File: config.mk
export PLATFORM = sky130hd
export DESIGN_NAME = calendar_epoch_converter_top
export DESIGN_NICKNAME = d
export VERILOG_FILES = /design/src/sv/cec_pkg.sv /design/src/sv/cec_sequencer.sv /design/src/sv/cec_datapath.sv /design/src/sv/calendar_epoch_converter_top.sv
export SDC_FILE = /design/constraint.sdc
export NUM_CORES = 1
export LEC_CHECK = 0
export ABC_CLOCK_PERIOD_IN_PS = 8210
export BUFFER_PORTS_ARGS = -buffer_cell sky130_fd_sc_hd__buf_2
export CAP_MARGIN = 20
export CORE_MARGIN = 1
export CORE_UTILIZATION = 56
export CTS_BUF_LIST = sky130_fd_sc_hd__clkbuf_8
export DETAILED_ROUTE_END_ITERATION = 6
export PLACE_DENSITY = 0.8
export REMOVE_ABC_BUFFERS = 1
export SETUP_SLACK_MARGIN = 0.2
export SLEW_MARGIN = 5
export SYNTH_ARGS = -nofsm -noshare
export SYNTH_HDL_FRONTEND = slang
export SYNTH_HIERARCHICAL = 1
export SYNTH_SLANG_ARGS = --single-unit
File: constraint.sdc
create_clock -name clk -period 8.21 [get_ports clk]
set_clock_uncertainty 0.15 [all_clocks]
set_input_delay 1.2315 -clock clk [delete_from_list [all_inputs] [get_ports clk]]
set_output_delay 1.2315 -clock clk [all_outputs]
set_load 0.01 [all_outputs]
File: src/sv/cec_pkg.sv
// Shared types, constants and microcode program for the calendar epoch converter.
`default_nettype none
package cec_pkg;

	localparam int PC_W = 5;

	localparam logic [31:0] SECS_PER_DAY   = 32'd86400;
	localparam logic [31:0] SECS_10_DAYS   = 32'd864000;
	localparam logic [31:0] SECS_PER_HOUR  = 32'd3600;
	localparam logic [31:0] SECS_10_HOURS  = 32'd36000;
	localparam logic [31:0] SECS_PER_MIN   = 32'd60;
	localparam logic [31:0] SECS_10_MINS   = 32'd600;
	localparam logic [31:0] SECS_PER_YEAR  = 32'd31536000;
	localparam logic [31:0] SECS_PER_LEAP  = 32'd31622400;
	localparam logic [31:0] SECS_MONTH_31  = 32'd2678400;
	localparam logic [31:0] SECS_MONTH_30  = 32'd2592000;
	localparam logic [31:0] SECS_MONTH_29  = 32'd2505600;
	localparam logic [31:0] SECS_MONTH_28  = 32'd2419200;

	localparam logic [11:0] EPOCH_YEAR     = 12'd1970;
	localparam logic [11:0] BASE_YEAR      = 12'd2000;
	localparam logic [11:0] NOLEAP_CENTURY = 12'd2100;
	localparam logic [3:0]  LAST_MONTH_IDX = 4'd11;

	localparam logic [31:0] COUNT_RESET    = 32'hFFFF_FFFF;
	localparam logic [5:0]  OFFSET_RESET   = 6'd2;
	localparam logic        REG_OFFSET_IDX = 1'b0;

	localparam logic        KIND_SET       = 1'b0;
	localparam logic        STATUS_OK      = 1'b0;
	localparam logic        STATUS_REJECT  = 1'b1;

	typedef enum logic [4:0] {
		OP_NOP,
		OP_INIT,
		OP_ADD_YEAR,
		OP_ADD_MONTH,
		OP_ADD_DAY,
		OP_ADD_HOUR,
		OP_ADD_MIN,
		OP_STORE,
		OP_LOAD_DEC,
		OP_SUB_YEAR,
		OP_SUB_MONTH,
		OP_SUB_10DAY,
		OP_SUB_DAY,
		OP_SUB_10HR,
		OP_SUB_HR,
		OP_SUB_10MIN,
		OP_SUB_MIN,
		OP_REJECT,
		OP_EMIT
	} op_t;

	typedef enum logic [2:0] {
		C_NEVER,
		C_ALWAYS,
		C_IS_READ,
		C_BAD,
		C_YR_LT,
		C_MO_LT,
		C_WORK_GE
	} cond_t;

	typedef struct packed {
		op_t              op;
		cond_t            cond;
		logic             gate;
		logic [PC_W-1:0]  target;
	} uword_t;

	typedef struct packed {
		op_t  op;
		logic fire;
	} ctrl_t;

	typedef struct packed {
		logic is_read;
		logic bad;
		logic yr_lt;
		logic mo_lt;
		logic work_ge;
	} flags_t;

	typedef struct packed {
		logic        status;
		logic [31:0] count;
		logic [6:0]  year_offset;
		logic [3:0]  month;
		logic [4:0]  day;
		logic [4:0]  hour;
		logic [5:0]  minute;
		logic [5:0]  second;
	} result_t;

	localparam logic [PC_W-1:0] A_START   = 5'd0;
	localparam logic [PC_W-1:0] A_CHECK   = 5'd1;
	localparam logic [PC_W-1:0] A_YEAR    = 5'd2;
	localparam logic [PC_W-1:0] A_MONTH   = 5'd3;
	localparam logic [PC_W-1:0] A_DAY     = 5'd4;
	localparam logic [PC_W-1:0] A_HOUR    = 5'd5;
	localparam logic [PC_W-1:0] A_MIN     = 5'd6;
	localparam logic [PC_W-1:0] A_STORE   = 5'd7;
	localparam logic [PC_W-1:0] A_DEC     = 5'd8;
	localparam logic [PC_W-1:0] A_DYEAR   = 5'd9;
	localparam logic [PC_W-1:0] A_DMONTH  = 5'd10;
	localparam logic [PC_W-1:0] A_D10DAY  = 5'd11;
	localparam logic [PC_W-1:0] A_DDAY    = 5'd12;
	localparam logic [PC_W-1:0] A_D10HR   = 5'd13;
	localparam logic [PC_W-1:0] A_DHR     = 5'd14;
	localparam logic [PC_W-1:0] A_D10MIN  = 5'd15;
	localparam logic [PC_W-1:0] A_DMIN    = 5'd16;
	localparam logic [PC_W-1:0] A_EMIT    = 5'd17;
	localparam logic [PC_W-1:0] A_REJ     = 5'd18;
	localparam logic [PC_W-1:0] A_LAST    = A_REJ;

	// gated word: op runs only while cond holds; self target makes a loop
	function automatic uword_t ucode(input logic [PC_W-1:0] pc);
		uword_t w;
		case (pc)
			A_START:  w = '{OP_INIT,      C_IS_READ, 1'b0, A_DEC};
			A_CHECK:  w = '{OP_NOP,       C_BAD,     1'b0, A_REJ};
			A_YEAR:   w = '{OP_ADD_YEAR,  C_YR_LT,   1'b1, A_YEAR};
			A_MONTH:  w = '{OP_ADD_MONTH, C_MO_LT,   1'b1, A_MONTH};
			A_DAY:    w = '{OP_ADD_DAY,   C_NEVER,   1'b0, A_START};
			A_HOUR:   w = '{OP_ADD_HOUR,  C_NEVER,   1'b0, A_START};
			A_MIN:    w = '{OP_ADD_MIN,   C_NEVER,   1'b0, A_START};
			A_STORE:  w = '{OP_STORE,     C_NEVER,   1'b0, A_START};
			A_DEC:    w = '{OP_LOAD_DEC,  C_NEVER,   1'b0, A_START};
			A_DYEAR:  w = '{OP_SUB_YEAR,  C_WORK_GE, 1'b1, A_DYEAR};
			A_DMONTH: w = '{OP_SUB_MONTH, C_WORK_GE, 1'b1, A_DMONTH};
			A_D10DAY: w = '{OP_SUB_10DAY, C_WORK_GE, 1'b1, A_D10DAY};
			A_DDAY:   w = '{OP_SUB_DAY,   C_WORK_GE, 1'b1, A_DDAY};
			A_D10HR:  w = '{OP_SUB_10HR,  C_WORK_GE, 1'b1, A_D10HR};
			A_DHR:    w = '{OP_SUB_HR,    C_WORK_GE, 1'b1, A_DHR};
			A_D10MIN: w = '{OP_SUB_10MIN, C_WORK_GE, 1'b1, A_D10MIN};
			A_DMIN:   w = '{OP_SUB_MIN,   C_WORK_GE, 1'b1, A_DMIN};
			A_EMIT:   w = '{OP_EMIT,      C_NEVER,   1'b0, A_START};
			A_REJ:    w = '{OP_REJECT,    C_ALWAYS,  1'b0, A_DEC};
			default:  w = '{OP_EMIT,      C_NEVER,   1'b0, A_START};
		endcase
		return w;
	endfunction

	function automatic logic [31:0] month_secs(input logic [3:0] m0, input logic leap);
		logic [31:0] s;
		if (m0 == 4'd1) begin
			s = leap ? SECS_MONTH_29 : SECS_MONTH_28;
		end else if (m0 inside {4'd3, 4'd5, 4'd8, 4'd10}) begin
			s = SECS_MONTH_30;
		end else begin
			s = SECS_MONTH_31;
		end
		return s;
	endfunction

endpackage
`default_nettype wire

File: src/sv/cec_sequencer.sv
// Microcode sequencer: step counter, control store lookup and conditional jumps.
`default_nettype none
module cec_sequencer (
	input  wire               clk,
	input  wire               arst_n,
	input  wire               accept,
	input  cec_pkg::flags_t   flags,
	output cec_pkg::ctrl_t    ctrl,
	output logic              busy
);

	logic [cec_pkg::PC_W-1:0] pc_q;
	logic                     busy_q;
	cec_pkg::uword_t          word;
	logic                     cond_true;

	assign word = cec_pkg::ucode(pc_q);

	always_comb begin
		case (word.cond)
			cec_pkg::C_NEVER:   cond_true = 1'b0;
			cec_pkg::C_ALWAYS:  cond_true = 1'b1;
			cec_pkg::C_IS_READ: cond_true = flags.is_read;
			cec_pkg::C_BAD:     cond_true = flags.bad;
			cec_pkg::C_YR_LT:   cond_true = flags.yr_lt;
			cec_pkg::C_MO_LT:   cond_true = flags.mo_lt;
			cec_pkg::C_WORK_GE: cond_true = flags.work_ge;
			default:            cond_true = 1'b0;
		endcase
	end

	assign ctrl.op   = word.op;
	assign ctrl.fire = busy_q && (!word.gate || cond_true);
	assign busy      = busy_q;

	always_ff @(posedge clk or negedge arst_n) begin
		if (!arst_n) begin
			busy_q <= 1'b0;
			pc_q   <= cec_pkg::A_START;
		end else if (!busy_q) begin
			if (accept) begin
				busy_q <= 1'b1;
				pc_q   <= cec_pkg::A_START;
			end
		end else if (word.op == cec_pkg::OP_EMIT) begin
			busy_q <= 1'b0;
			pc_q   <= cec_pkg::A_START;
		end else if (cond_true) begin
			pc_q <= word.target;
		end else begin
			pc_q <= pc_q + 5'd1;
		end
	end

	a_pc_in_program: assert property (@(posedge clk) disable iff (!arst_n)
		busy_q |-> (pc_q <= cec_pkg::A_LAST))
		else $error("step counter left the program");

endmodule
`default_nettype wire

File: src/sv/cec_datapath.sv
// Datapath: request latch, accumulator, decode remainder, calendar counters, result register.
`default_nettype none
module cec_datapath (
	input  wire               clk,
	input  wire               arst_n,
	input  wire               accept,
	input  wire               kind,
	input  wire  [7:0]        year_offset,
	input  wire  [3:0]        month,
	input  wire  [4:0]        day,
	input  wire  [4:0]        hour,
	input  wire  [5:0]        minute,
	input  wire  [5:0]        second,
	input  wire  [5:0]        offset,
	input  cec_pkg::ctrl_t    ctrl,
	output cec_pkg::flags_t   flags,
	output cec_pkg::result_t  result,
	output logic              done
);

	logic        kind_q;
	logic [7:0]  yo_q;
	logic [3:0]  mo_in_q;
	logic [4:0]  dy_in_q;
	logic [4:0]  hr_in_q;
	logic [5:0]  mi_in_q;
	logic [5:0]  se_in_q;

	logic [31:0] acc_q;
	logic [31:0] cnt_q;
	logic [31:0] work_q;
	logic [11:0] yr_q;
	logic [3:0]  mo_q;
	logic [4:0]  day_q;
	logic [4:0]  hr_q;
	logic [5:0]  mi_q;
	logic        status_q;
	logic        done_q;
	cec_pkg::result_t res_q;

	logic        leap;
	logic [31:0] ylen;
	logic [31:0] msecs;
	logic [31:0] kval;
	logic [31:0] addend;
	logic [31:0] acc_sum;
	logic [31:0] work_dif;
	logic [4:0]  dy_m1;
	logic [11:0] yr_target;
	logic [11:0] yr_rel;
	logic [4:0]  mo_next;

	assign leap  = (yr_q[1:0] == 2'd0) && (yr_q != cec_pkg::NOLEAP_CENTURY);
	assign ylen  = leap ? cec_pkg::SECS_PER_LEAP : cec_pkg::SECS_PER_YEAR;
	assign msecs = cec_pkg::month_secs(mo_q, leap);
	assign dy_m1 = dy_in_q - 5'd1;

	always_comb begin
		case (ctrl.op)
			cec_pkg::OP_SUB_YEAR:  kval = ylen;
			cec_pkg::OP_SUB_MONTH: kval = msecs;
			cec_pkg::OP_SUB_10DAY: kval = cec_pkg::SECS_10_DAYS;
			cec_pkg::OP_SUB_DAY:   kval = cec_pkg::SECS_PER_DAY;
			cec_pkg::OP_SUB_10HR:  kval = cec_pkg::SECS_10_HOURS;
			cec_pkg::OP_SUB_HR:    kval = cec_pkg::SECS_PER_HOUR;
			cec_pkg::OP_SUB_10MIN: kval = cec_pkg::SECS_10_MINS;
			cec_pkg::OP_SUB_MIN:   kval = cec_pkg::SECS_PER_MIN;
			default:               kval = 32'd0;
		endcase
	end

	always_comb begin
		case (ctrl.op)
			cec_pkg::OP_ADD_YEAR:  addend = ylen;
			cec_pkg::OP_ADD_MONTH: addend = msecs;
			cec_pkg::OP_ADD_DAY:   addend = 32'(dy_m1) * cec_pkg::SECS_PER_DAY;
			cec_pkg::OP_ADD_HOUR:  addend = 32'(hr_in_q) * cec_pkg::SECS_PER_HOUR;
			cec_pkg::OP_ADD_MIN:   addend = 32'(mi_in_q) * cec_pkg::SECS_PER_MIN;
			cec_pkg::OP_STORE:     addend = 32'(se_in_q) + 32'(offset);
			default:               addend = 32'd0;
		endcase
	end

	assign acc_sum   = acc_q + addend;
	assign work_dif  = work_q - kval;
	assign yr_target = cec_pkg::BASE_YEAR + 12'(yo_q);
	assign yr_rel    = yr_q - cec_pkg::BASE_YEAR;
	assign mo_next   = 5'(mo_q) + 5'd1;

	assign flags.is_read = (kind_q != cec_pkg::KIND_SET);
	assign flags.bad     = (yo_q > 8'd99) || (mo_in_q == 4'd0) || (mo_in_q > 4'd12) ||
		(dy_in_q == 5'd0) || (hr_in_q > 5'd23) || (mi_in_q > 6'd59) || (se_in_q > 6'd59);
	assign flags.yr_lt   = (yr_q < yr_target);
	assign flags.mo_lt   = (mo_next < 5'(mo_in_q));
	assign flags.work_ge = (work_q >= kval) &&
		!((ctrl.op == cec_pkg::OP_SUB_MONTH) && (mo_q == cec_pkg::LAST_MONTH_IDX));

	always_ff @(posedge clk) begin
		if (accept) begin
			kind_q  <= kind;
			yo_q    <= year_offset;
			mo_in_q <= month;
			dy_in_q <= day;
			hr_in_q <= hour;
			mi_in_q <= minute;
			se_in_q <= second;
		end
		if (ctrl.fire) begin
			case (ctrl.op)
				cec_pkg::OP_INIT: begin
					acc_q    <= 32'd0;
					yr_q     <= cec_pkg::EPOCH_YEAR;
					mo_q     <= 4'd0;
					status_q <= cec_pkg::STATUS_OK;
				end
				cec_pkg::OP_ADD_YEAR: begin
					acc_q <= acc_sum;
					yr_q  <= yr_q + 12'd1;
				end
				cec_pkg::OP_ADD_MONTH: begin
					acc_q <= acc_sum;
					mo_q  <= mo_q + 4'd1;
				end
				cec_pkg::OP_ADD_DAY,
				cec_pkg::OP_ADD_HOUR,
				cec_pkg::OP_ADD_MIN: begin
					acc_q <= acc_sum;
				end
				cec_pkg::OP_LOAD_DEC: begin
					work_q <= cnt_q;
					yr_q   <= cec_pkg::EPOCH_YEAR;
					mo_q   <= 4'd0;
					day_q  <= 5'd0;
					hr_q   <= 5'd0;
					mi_q   <= 6'd0;
				end
				cec_pkg::OP_SUB_YEAR: begin
					work_q <= work_dif;
					yr_q   <= yr_q + 12'd1;
				end
				cec_pkg::OP_SUB_MONTH: begin
					work_q <= work_dif;
					mo_q   <= mo_q + 4'd1;
				end
				cec_pkg::OP_SUB_10DAY: begin
					work_q <= work_dif;
					day_q  <= day_q + 5'd10;
				end
				cec_pkg::OP_SUB_DAY: begin
					work_q <= work_dif;
					day_q  <= day_q + 5'd1;
				end
				cec_pkg::OP_SUB_10HR: begin
					work_q <= work_dif;
					hr_q   <= hr_q + 5'd10;
				end
				cec_pkg::OP_SUB_HR: begin
					work_q <= work_dif;
					hr_q   <= hr_q + 5'd1;
				end
				cec_pkg::OP_SUB_10MIN: begin
					work_q <= work_dif;
					mi_q   <= mi_q + 6'd10;
				end
				cec_pkg::OP_SUB_MIN: begin
					work_q <= work_dif;
					mi_q   <= mi_q + 6'd1;
				end
				cec_pkg::OP_REJECT: begin
					status_q <= cec_pkg::STATUS_REJECT;
				end
				cec_pkg::OP_EMIT: begin
					res_q.status      <= status_q;
					res_q.count       <= cnt_q;
					res_q.year_offset <= yr_rel[6:0];
					res_q.month       <= mo_q + 4'd1;
					res_q.day         <= day_q + 5'd1;
					res_q.hour        <= hr_q;
					res_q.minute      <= mi_q;
					res_q.second      <= work_q[5:0];
				end
				default: begin
				end
			endcase
		end
	end

	always_ff @(posedge clk or negedge arst_n) begin
		if (!arst_n) begin
			cnt_q  <= cec_pkg::COUNT_RESET;
			done_q <= 1'b0;
		end else begin
			done_q <= ctrl.fire && (ctrl.op == cec_pkg::OP_EMIT);
			if (ctrl.fire && (ctrl.op == cec_pkg::OP_STORE)) begin
				cnt_q <= acc_sum;
			end
		end
	end

	assign result = res_q;
	assign done   = done_q;

	a_done_pulse: assert property (@(posedge clk) disable iff (!arst_n)
		done_q |=> !done_q)
		else $error("result strobe held longer than one cycle");

	a_count_by_store: assert property (@(posedge clk) disable iff (!arst_n)
		(cnt_q != $past(cnt_q)) |-> $past(ctrl.fire && (ctrl.op == cec_pkg::OP_STORE)))
		else $error("stored count changed outside a store step");

	a_month_range: assert property (@(posedge clk) disable iff (!arst_n)
		done_q |-> ((res_q.month >= 4'd1) && (res_q.month <= 4'd12)))
		else $error("decoded month out of range");

endmodule
`default_nettype wire

File: src/sv/calendar_epoch_converter_top.sv
// Top level: request handshake, offset register on the APB port, sequencer and datapath.
// A read request decodes the stored count by whole years since 1970, whole months into the year,
// then tens-plus-units day, hour and minute steps; a valid set request first adds years, months,
// day, hour, minute, second and offset into the stored count, then decodes it the same way.
// One request at a time: busy is high from acceptance until the done strobe cycle.
// Reset: stored count all ones, offset 2, sequencer idle. done is never stalled.
`default_nettype none
module calendar_epoch_converter_top (
	input  wire         clk,
	input  wire         arst_n,
	input  wire         start,
	output logic        busy,
	input  wire         kind,
	input  wire  [7:0]  year_offset,
	input  wire  [3:0]  month,
	input  wire  [4:0]  day,
	input  wire  [4:0]  hour,
	input  wire  [5:0]  minute,
	input  wire  [5:0]  second,
	output logic        done,
	output logic        status,
	output logic [31:0] stored_count,
	output logic [6:0]  out_year_offset,
	output logic [3:0]  out_month,
	output logic [4:0]  out_day,
	output logic [4:0]  out_hour,
	output logic [5:0]  out_minute,
	output logic [5:0]  out_second,
	input  wire         psel,
	input  wire         penable,
	input  wire         pwrite,
	input  wire  [2:0]  paddr,
	input  wire  [31:0] pwdata,
	output logic [31:0] prdata,
	output logic        pready
);

	logic              accept;
	logic [5:0]        offset_q;
	logic              seq_busy;
	cec_pkg::ctrl_t    ctrl;
	cec_pkg::flags_t   flags;
	cec_pkg::result_t  result;

	assign accept = start && !seq_busy;
	assign busy   = seq_busy;
	assign pready = 1'b1;

	always_ff @(posedge clk or negedge arst_n) begin
		if (!arst_n) begin
			offset_q <= cec_pkg::OFFSET_RESET;
		end else if (psel && penable && pwrite && pready &&
			(paddr[2] == cec_pkg::REG_OFFSET_IDX)) begin
			offset_q <= pwdata[5:0];
		end
	end

	assign prdata = (paddr[2] == cec_pkg::REG_OFFSET_IDX) ? {26'd0, offset_q} : 32'd0;

	cec_sequencer u_seq (
		.clk    (clk),
		.arst_n (arst_n),
		.accept (accept),
		.flags  (flags),
		.ctrl   (ctrl),
		.busy   (seq_busy)
	);

	cec_datapath u_dp (
		.clk         (clk),
		.arst_n      (arst_n),
		.accept      (accept),
		.kind        (kind),
		.year_offset (year_offset),
		.month       (month),
		.day         (day),
		.hour        (hour),
		.minute      (minute),
		.second      (second),
		.offset      (offset_q),
		.ctrl        (ctrl),
		.flags       (flags),
		.result      (result),
		.done        (done)
	);

	assign status          = result.status;
	assign stored_count    = result.count;
	assign out_year_offset = result.year_offset;
	assign out_month       = result.month;
	assign out_day         = result.day;
	assign out_hour        = result.hour;
	assign out_minute      = result.minute;
	assign out_second      = result.second;

	a_accept_busy: assert property (@(posedge clk) disable iff (!arst_n)
		accept |=> busy)
		else $error("request accepted but sequencer not busy");

endmodule
`default_nettype wire

==> results of run 1 <==
-- sequential cells by signal, indices dropped and copies added (netlist names), 8 cells and up --
register and cells:
u_dp/result 66, u_dp/acc_q 32, u_dp/cnt_q 32, u_dp/work_q 32, u_dp/yr_q 12, u_dp/yo_q 8
-- worst register-to-register path, stage by stage (launching register included) --
cell and delay [ns]:
dfrtp_1 0.57, inv_1 0.18, ha_1 0.35, nor2_1 0.11
a21oi_1 0.05, o22ai_1 0.49, nor2_1 0.26, nand3_1 0.45
inv_2 0.15, nor2_1 0.15, inv_1 0.09, fa_1 0.48
nor2b_4 0.14, o31a_1 0.22, o32ai_4 0.15, o21ai_4 0.31
a41o_1 0.18, a21boi_1 0.09, o21ai_1 0.38, nor3b_1 0.40
a211oi_4 0.11, a2bb2oi_4 0.21, a21oi_1 0.22, buf_4 0.23
a21boi_0 0.67
-- cells by family after synthesis --
family / count (synthesis) / share of synthesized area
compound gates: 414 / 0.171
simple gates: 472 / 0.144
fa+ha+maj: 159 / 0.131
flops: 243 / 0.439
mux: 13 / 0.00858
buf+inv: 170 / 0.0485
other cells: 2 / 0.000464
xor+xnor: 105 / 0.0568
-- power breakdown --
group | leakage, nW | internal (mW) | total [mW] | switching (mW)
Sequential | 2.31 | 1.94 | 2.25 | 0.310
Clock | 0.525 | 0.737 | 1.26 | 0.523
Combinational | 4.55 | 1.55 | 4.13 | 2.58
Total | 7.39 | 4.23 | 7.64 | 3.41
-- worst max path at each step --
stage / endpoint / slack [ns]
after floorplan: u_dp/result[0]$_DFFE_PP_ / -0.60
after global placement: u_dp/cnt_q[21]$_DFFE_PN1P_ / 1.39
after detailed placement: u_dp/result[63]$_DFFE_PP_ / 1.21
after CTS: u_dp/cnt_q[26]$_DFFE_PN1P_ / 1.19
after global routing: u_dp/cnt_q[26]$_DFFE_PN1P_ / 0.72
final: u_dp/mi_q[5]$_SDFFCE_PN0P_ / 1.07
-- metal layers --
metal	part of all wire	vias up	wire length (um)	track usage
met5	0	-	0	0
met4	0.030	0	1160	0.102
met3	0.070	85	2680	0.0398
met2	0.48	486	18300	0.440
met1	0.42	5983	16200	0.337
li1	-	5962	-	-
-- layout make-up --
cell class,count,area (um^2),share of cell area
repair buffers,140,748,0.0415
multi-input cells,1190,8420,0.467
clock inverters,35,348,0.0193
well taps,378,473,0.0262
flip-flops and latches,243,7110,0.395
clock buffers,45,619,0.0344
inverters,79,297,0.0165
-- per-stage QoR --
step / worst slack (ns) / hold slack [ns] / instances
CTS: 1.19 / 0.300 / 2110
global placement: 1.39 / 0.279 / 2030
detailed placement: 1.21 / 0.284 / 2030
floorplan: -0.600 / 0.250 / 1512
global route: 0.717 / 0.306 / 2110
finish: 1.07 / 0.303 / 2110
-- placed cells by master (no fill, tap or decap), types with 13 or more instances in the layout --
| cell | instances |
|---|---|
| nor2_1 | 132 |
| nor3_1 | 25 |
| nand4_1 | 13 |
| conb_1 | 27 |
| xor2_1 | 46 |
| edfxtp_1 | 198 |
| xnor2_1 | 59 |
| and2_1 | 14 |
| a21o_1 | 40 |
| a21oi_1 | 104 |
| dfstp_2 | 33 |
| nor2b_1 | 18 |
| o21ai_0 | 44 |
| inv_1 | 86 |
| o211ai_1 | 14 |
| buf_2 | 121 |
| o21a_1 | 17 |
| clkbuf_8 | 45 |
| nand3_1 | 30 |
| nand2_1 | 139 |
| nand2b_1 | 17 |
| o21ai_1 | 50 |
| buf_4 | 19 |
| fa_1 | 17 |
| a31oi_1 | 21 |
| ha_1 | 142 |
| and3_1 | 14 |
==> impl_metrics.csv, run 1 <==
group,metric,value,unit
hold_path,whs_endpoint,"u_dp/result[2]$_DFFE_PP_",
cts,clk_path_buf_depth,3,
hold_path,hp-start,"u_dp/work_q[2]$_DFFE_PP_",
floorplanning,die_w,172,um
cts,cts_resized,0,
critical_path,crit_path_end_kind,"flip-flop",
critical_path,ff2ff_path_depth,24,
floorplanning,io_pins,177,
critical_path,cp_num_buf_inv,4,
final_layout,finalCoreUtilization,0.641,
timing,rsz0062_at_grt,"no",
critical_path,crit_cells,24,
timing,slew_viol_final,0,
grt,grt_pass1_wl,60800,um
critical_path,ff2ff_setup_slack,1.07,ns
outcome,status,"complete, no violations",
floorplanning,fp.coreArea,28100,um^2
placement,gp_congestion,0.967,
floorplanning,rows,61,
placement,place_area,17100,um^2
synth,synthArstFlopShare,0.185,
grt,grt_usage,0.261,
floorplanning,die_h,172,um
synth,yosysMostFrequentCell,"edfxtp_1",
synth,synth-seq-area-share,0.439,
critical_path,critical_path_class,"reg2reg",
synth,yosysWarningCount,6,
final_layout,final_layout_size_suffix_gt1_frac,0.162,
cts,cts_buffers,43,
timing,setup_viol,0,
critical_path,start_kind,"flip-flop",
placement,portBuffers,121,
synth,synth_common_cells,"198 x edfxtp_1, 142 x ha_1, 140 x nand2_1",
synth,synth_area,16200,um^2
synth,synth.avg_cell_area,10.3,um^2
power_and_ir_drop,irDropWorstVdd,0.207,mV
synth,syn-instance-count,1578,
critical_path,setup.worst_path.start,"u_seq/pc_q[0]$_DFFE_PN0P_",
critical_path,worstPathCellList,"inv_1 -> ha_1 -> nor2_1 -> a21oi_1 -> o22ai_1 -> nor2_1 -> nand3_1 -> inv_2 -> nor2_1 -> inv_1 -> fa_1 -> nor2b_4 -> o31a_1 -> o32ai_4 -> o21ai_4 -> a41o_1 -> a21boi_1 -> o21ai_1 -> nor3b_1 -> a211oi_4 -> a2bb2oi_4 -> a21oi_1 -> buf_4 -> a21boi_0",
timing,period_share,0.869,
timing,fmax,0.140,GHz
cts,htreeDepth,2,
hold_path,hold_depth,0,
timing,worst_pin_slew,0.830,ns
drt,dr_total_vias,12516,
cts,cts-hold-fix-buffers,0,
timing,hold_viol,0,
grt,grt_overflow,0,
grt,grt_max_degree,48,
cts,cts-root-buf,"clkbuf_8",
timing,fin_crit,7.14,ns
critical_path,r2r_end,"u_dp/mi_q[5]$_SDFFCE_PN0P_",
final_layout,area_growth,11.3,%
final_layout,nNetsFinal,1932,
synth,synthFlopType,"edfxtp_1",
floorplanning,initial_core_util,0.576,
final_layout,fillCellCount,2278,
synth,synth_seq_cells,243,
drt,wl_per_cell,18.2,um
flow_run,max_cap_viol_count,0,
critical_path,reg2reg_from,"u_seq/pc_q[0]$_DFFE_PN0P_",
power_and_ir_drop,power.density,424,nW/um^2
drt,first_iter_violations,1019,
drt,drc,0,
hold_path,worstHoldPathType,"reg2reg",
floorplanning,die_area,29600,um^2
critical_path,critPathMaxStageDelay,0.67,ns
cts,clock_sinks,243,
power_and_ir_drop,p_leak,7.39,nW
synth,synth_area_leader_cell,"edfxtp_1",
cts,clk_latency,0.58,ns
synth,synth-edff-count,198,
synth,yosysUniqueCellTypes,91,
grt,grt_pass1_vias,11985,
drt,drtPass1Iterations,6,
critical_path,crit_family,"compound AO/OA/AOI/OAI gates",
power_and_ir_drop,power,7.64,mW
grt,antenna_found_initial,0,
cts,cts_tree,"done",
critical_path,cp_slowest_cell,"a21boi_0",
synth,synthTopCellsByArea,"edfxtp_1 37%, ha_1 11%, dfstp_2 5.4%, nand2_1 3.2%, a21oi_1 3.2%",
timing,tns,0,ns
placement,hpwl,29000,um
drt,ant_nets,0,
drt,avgViaCountPerCell,5.93,
critical_path,worstPathArrival,7.18,ns
drt,wl,38300,um
final_layout,diodes,0,
final_layout,post-route-cell-area,18000,um^2
critical_path,cp_max_fo,11,
critical_path,critPathMostFrequentCell,"nor2_1",
timing,relSlewSlack,0.445,
cts,post_cts_buffers,0,
critical_path,required,8.26,ns
cts,clk_pin_slew_worst_paths,0.06,ns
synth,yosysTopAreaCellShare,0.367,
Note: power is estimated with default switching activity, not from simulation.
==> inputs of run 2 (changes only) <==
--- a/config.mk
+++ b/config.mk
@@ -9,10 +9,9 @@
 export BUFFER_PORTS_ARGS = -buffer_cell sky130_fd_sc_hd__buf_2
 export CAP_MARGIN = 20
 export CORE_MARGIN = 1
-export CORE_UTILIZATION = 56
+export CORE_UTILIZATION = 40
 export CTS_BUF_LIST = sky130_fd_sc_hd__clkbuf_8
 export DETAILED_ROUTE_END_ITERATION = 6
-export PLACE_DENSITY = 0.8
 export REMOVE_ABC_BUFFERS = 1
 export SETUP_SLACK_MARGIN = 0.2
 export SLEW_MARGIN = 5
==> impl_metrics.csv, run 2 (synthesis results as in run 1) <==
group,metric,value,unit
critical_path,crit_cells,26,
final_layout,final_common_cell,"edfxtp_1",
power_and_ir_drop,irDropWorstVdd,0.180,mV
grt,grt_overflow,0,
timing,rsz0062_at_grt,"no",
timing,worst_pin_slew,1.06,ns
critical_path,required,8.28,ns
placement,hpwl,30200,um
grt,grt_max_degree,48,
floorplanning,initial_core_util,0.407,
drt,avgViaCountPerCell,5.40,
cts,cts_resized,0,
drt,drtPass1Iterations,5,
cts,clk_path_buf_depth,3,
floorplanning,die_w,203,um
timing,setup_viol,0,
drt,wl_per_cell,17.7,um
hold_path,hold_depth,0,
power_and_ir_drop,power,7.62,mW
timing,slew_viol_final,0,
timing,setup_ws,1.23,ns
outcome,status,"complete, no violations",
critical_path,ff2ff_setup_slack,1.23,ns
power_and_ir_drop,power_frac_clock,0.164,
power_and_ir_drop,power_switching,3.42,mW
timing,hold_viol,0,
drt,ant_nets,0,
placement,gp_congestion,0.898,
critical_path,cp_num_buf_inv,5,
critical_path,crit_path_end_kind,"flip-flop",
flow_run,max_cap_viol_count,0,
cts,clock_sinks,243,
drt,wl,40000,um
grt,grt_usage,0.192,
floorplanning,io_pins,177,
critical_path,critPathMostFrequentCell,"nor2_1",
critical_path,critical_path_class,"reg2reg",
critical_path,start_kind,"flip-flop",
final_layout,area_growth,12.3,%
critical_path,crit_family,"compound AO/OA/AOI/OAI gates",
cts,cts-hold-fix-buffers,0,
cts,clk_pin_slew_worst_paths,0.06,ns
timing,fmax,0.143,GHz
power_and_ir_drop,swShare,0.449,
power_and_ir_drop,power.density,419,nW/um^2
grt,antenna_found_initial,0,
critical_path,cp_max_fo,39,
final_layout,nNetsFinal,1929,
critical_path,ff2ff_path_depth,26,
power_and_ir_drop,internal_power,4.20,mW
grt,grt_pass1_wl,62300,um
final_layout,final_cell_mix,"198 x edfxtp_1, 142 x ha_1, 139 x nand2_1, 132 x nor2_1, 121 x buf_2",
timing,hold_slack,0.312,ns
cts,post_cts_buffers,0,
drt,first_iter_violations,835,
cts,cts-root-buf,"clkbuf_8",
cts,clk_latency,0.60,ns
hold_path,worstHoldPathType,"reg2reg",
critical_path,critPathMaxStageDelay,0.55,ns
floorplanning,die_area,41300,um^2
placement,portBuffers,121,
critical_path,cp_slowest_cell,"dfrtp_1",
power_and_ir_drop,power_frac_comb,0.540,
power_and_ir_drop,seqPwrFrac,0.296,
timing,period_share,0.851,
timing,fin_crit,6.98,ns
grt,grt_pass1_vias,11474,
floorplanning,rows,73,
timing,relSlewSlack,0.295,
floorplanning,die_h,203,um
power_and_ir_drop,p_leak,7.39,nW
final_layout,final_layout_size_suffix_gt1_frac,0.160,
floorplanning,fp.coreArea,39800,um^2
final_layout,diodes,0,
critical_path,worstPathArrival,7.05,ns
placement,preCtsSetupSlack,1.24,ns
cts,cts_tree,"done",
cts,htreeDepth,2,
cts,cts_buffers,42,
drt,dr_total_vias,12155,
drt,drc,0,
final_layout,largest_register_ffs,66,
-- run 2: cell count changes in the layout (fill, tap and decap cells not counted), sizes merged --
cell,change
bufinv,-2
buf,-2
clkinvlp,-3
clkinv,-3
clkbuf,+6
inv,-1
-- run 2: routing by layer --
| metal | up-vias | part of all wire | track usage | wire length [um] |
|---|---|---|---|---|
| li1 | 5984 | - | - | - |
| met1 | 5759 | 0.45 | 0.260 | 18200 |
| met2 | 338 | 0.46 | 0.308 | 18500 |
| met3 | 74 | 0.049 | 0.0291 | 1960 |
| met4 | 0 | 0.035 | 0.0803 | 1380 |
| met5 | - | 0 | 0 | 0 |
-- run 2: final cells by class --
type                       count  area (um^2)
clock buffer                  51          702
clock inverter                26          241
timing repair buffer         138          733
fill                        3830        21600
multi-input combinational   1190         8430
inverter                      79          297
sequential                   243         7110
tap                          525          657
-- run 2: worst paths after layout --
check,end,from
setup / recovery,u_dp/result[45]$_DFFE_PP_,u_seq/pc_q[0]$_DFFE_PN0P_
hold / removal,u_dp/result[65]$_DFFE_PP_,u_dp/status_q$_DFFE_PP_
setup reg to reg,u_dp/result[45]$_DFFE_PP_,u_seq/pc_q[0]$_DFFE_PN0P_
hold reg to reg,u_dp/result[65]$_DFFE_PP_,u_dp/status_q$_DFFE_PP_
max in group asynchronous,u_seq/pc_q[3]$_DFFE_PN0P_,arst_n
min in group asynchronous,offset_q[0]$_DFFE_PN0P_,arst_n
-- run 2: power by group through the flow --
| stage | Combinational (mW) | Clock [mW] | Sequential, mW |
|---|---|---|---|
| final | 4.12 | 1.25 | 2.26 |
| after global routing | 4.57 | 1.33 | 2.30 |
| after CTS | 4.09 | 1.29 | 2.26 |
| after detailed placement | 4.07 | 0 | 2.27 |
| after global placement | 4.00 | 0 | 2.27 |
| after floorplan | 2.99 | 0 | 2.19 |
-- run 2: metrics by stage --
| stage | instances | util | setup TNS [ns] | cell area, um^2 |
|---|---|---|---|---|
| global placement | 2175 | 0.433 | 0 | 17200 |
| floorplan | 1512 | - | -40.14 | 15800 |
| detailed placement | 2175 | 0.433 | 0 | 17200 |
| CTS | 2252 | 0.456 | 0 | 18200 |
| global route | 2252 | 0.456 | 0 | 18200 |
| finish | 2252 | 0.456 | 0 | 18200 |
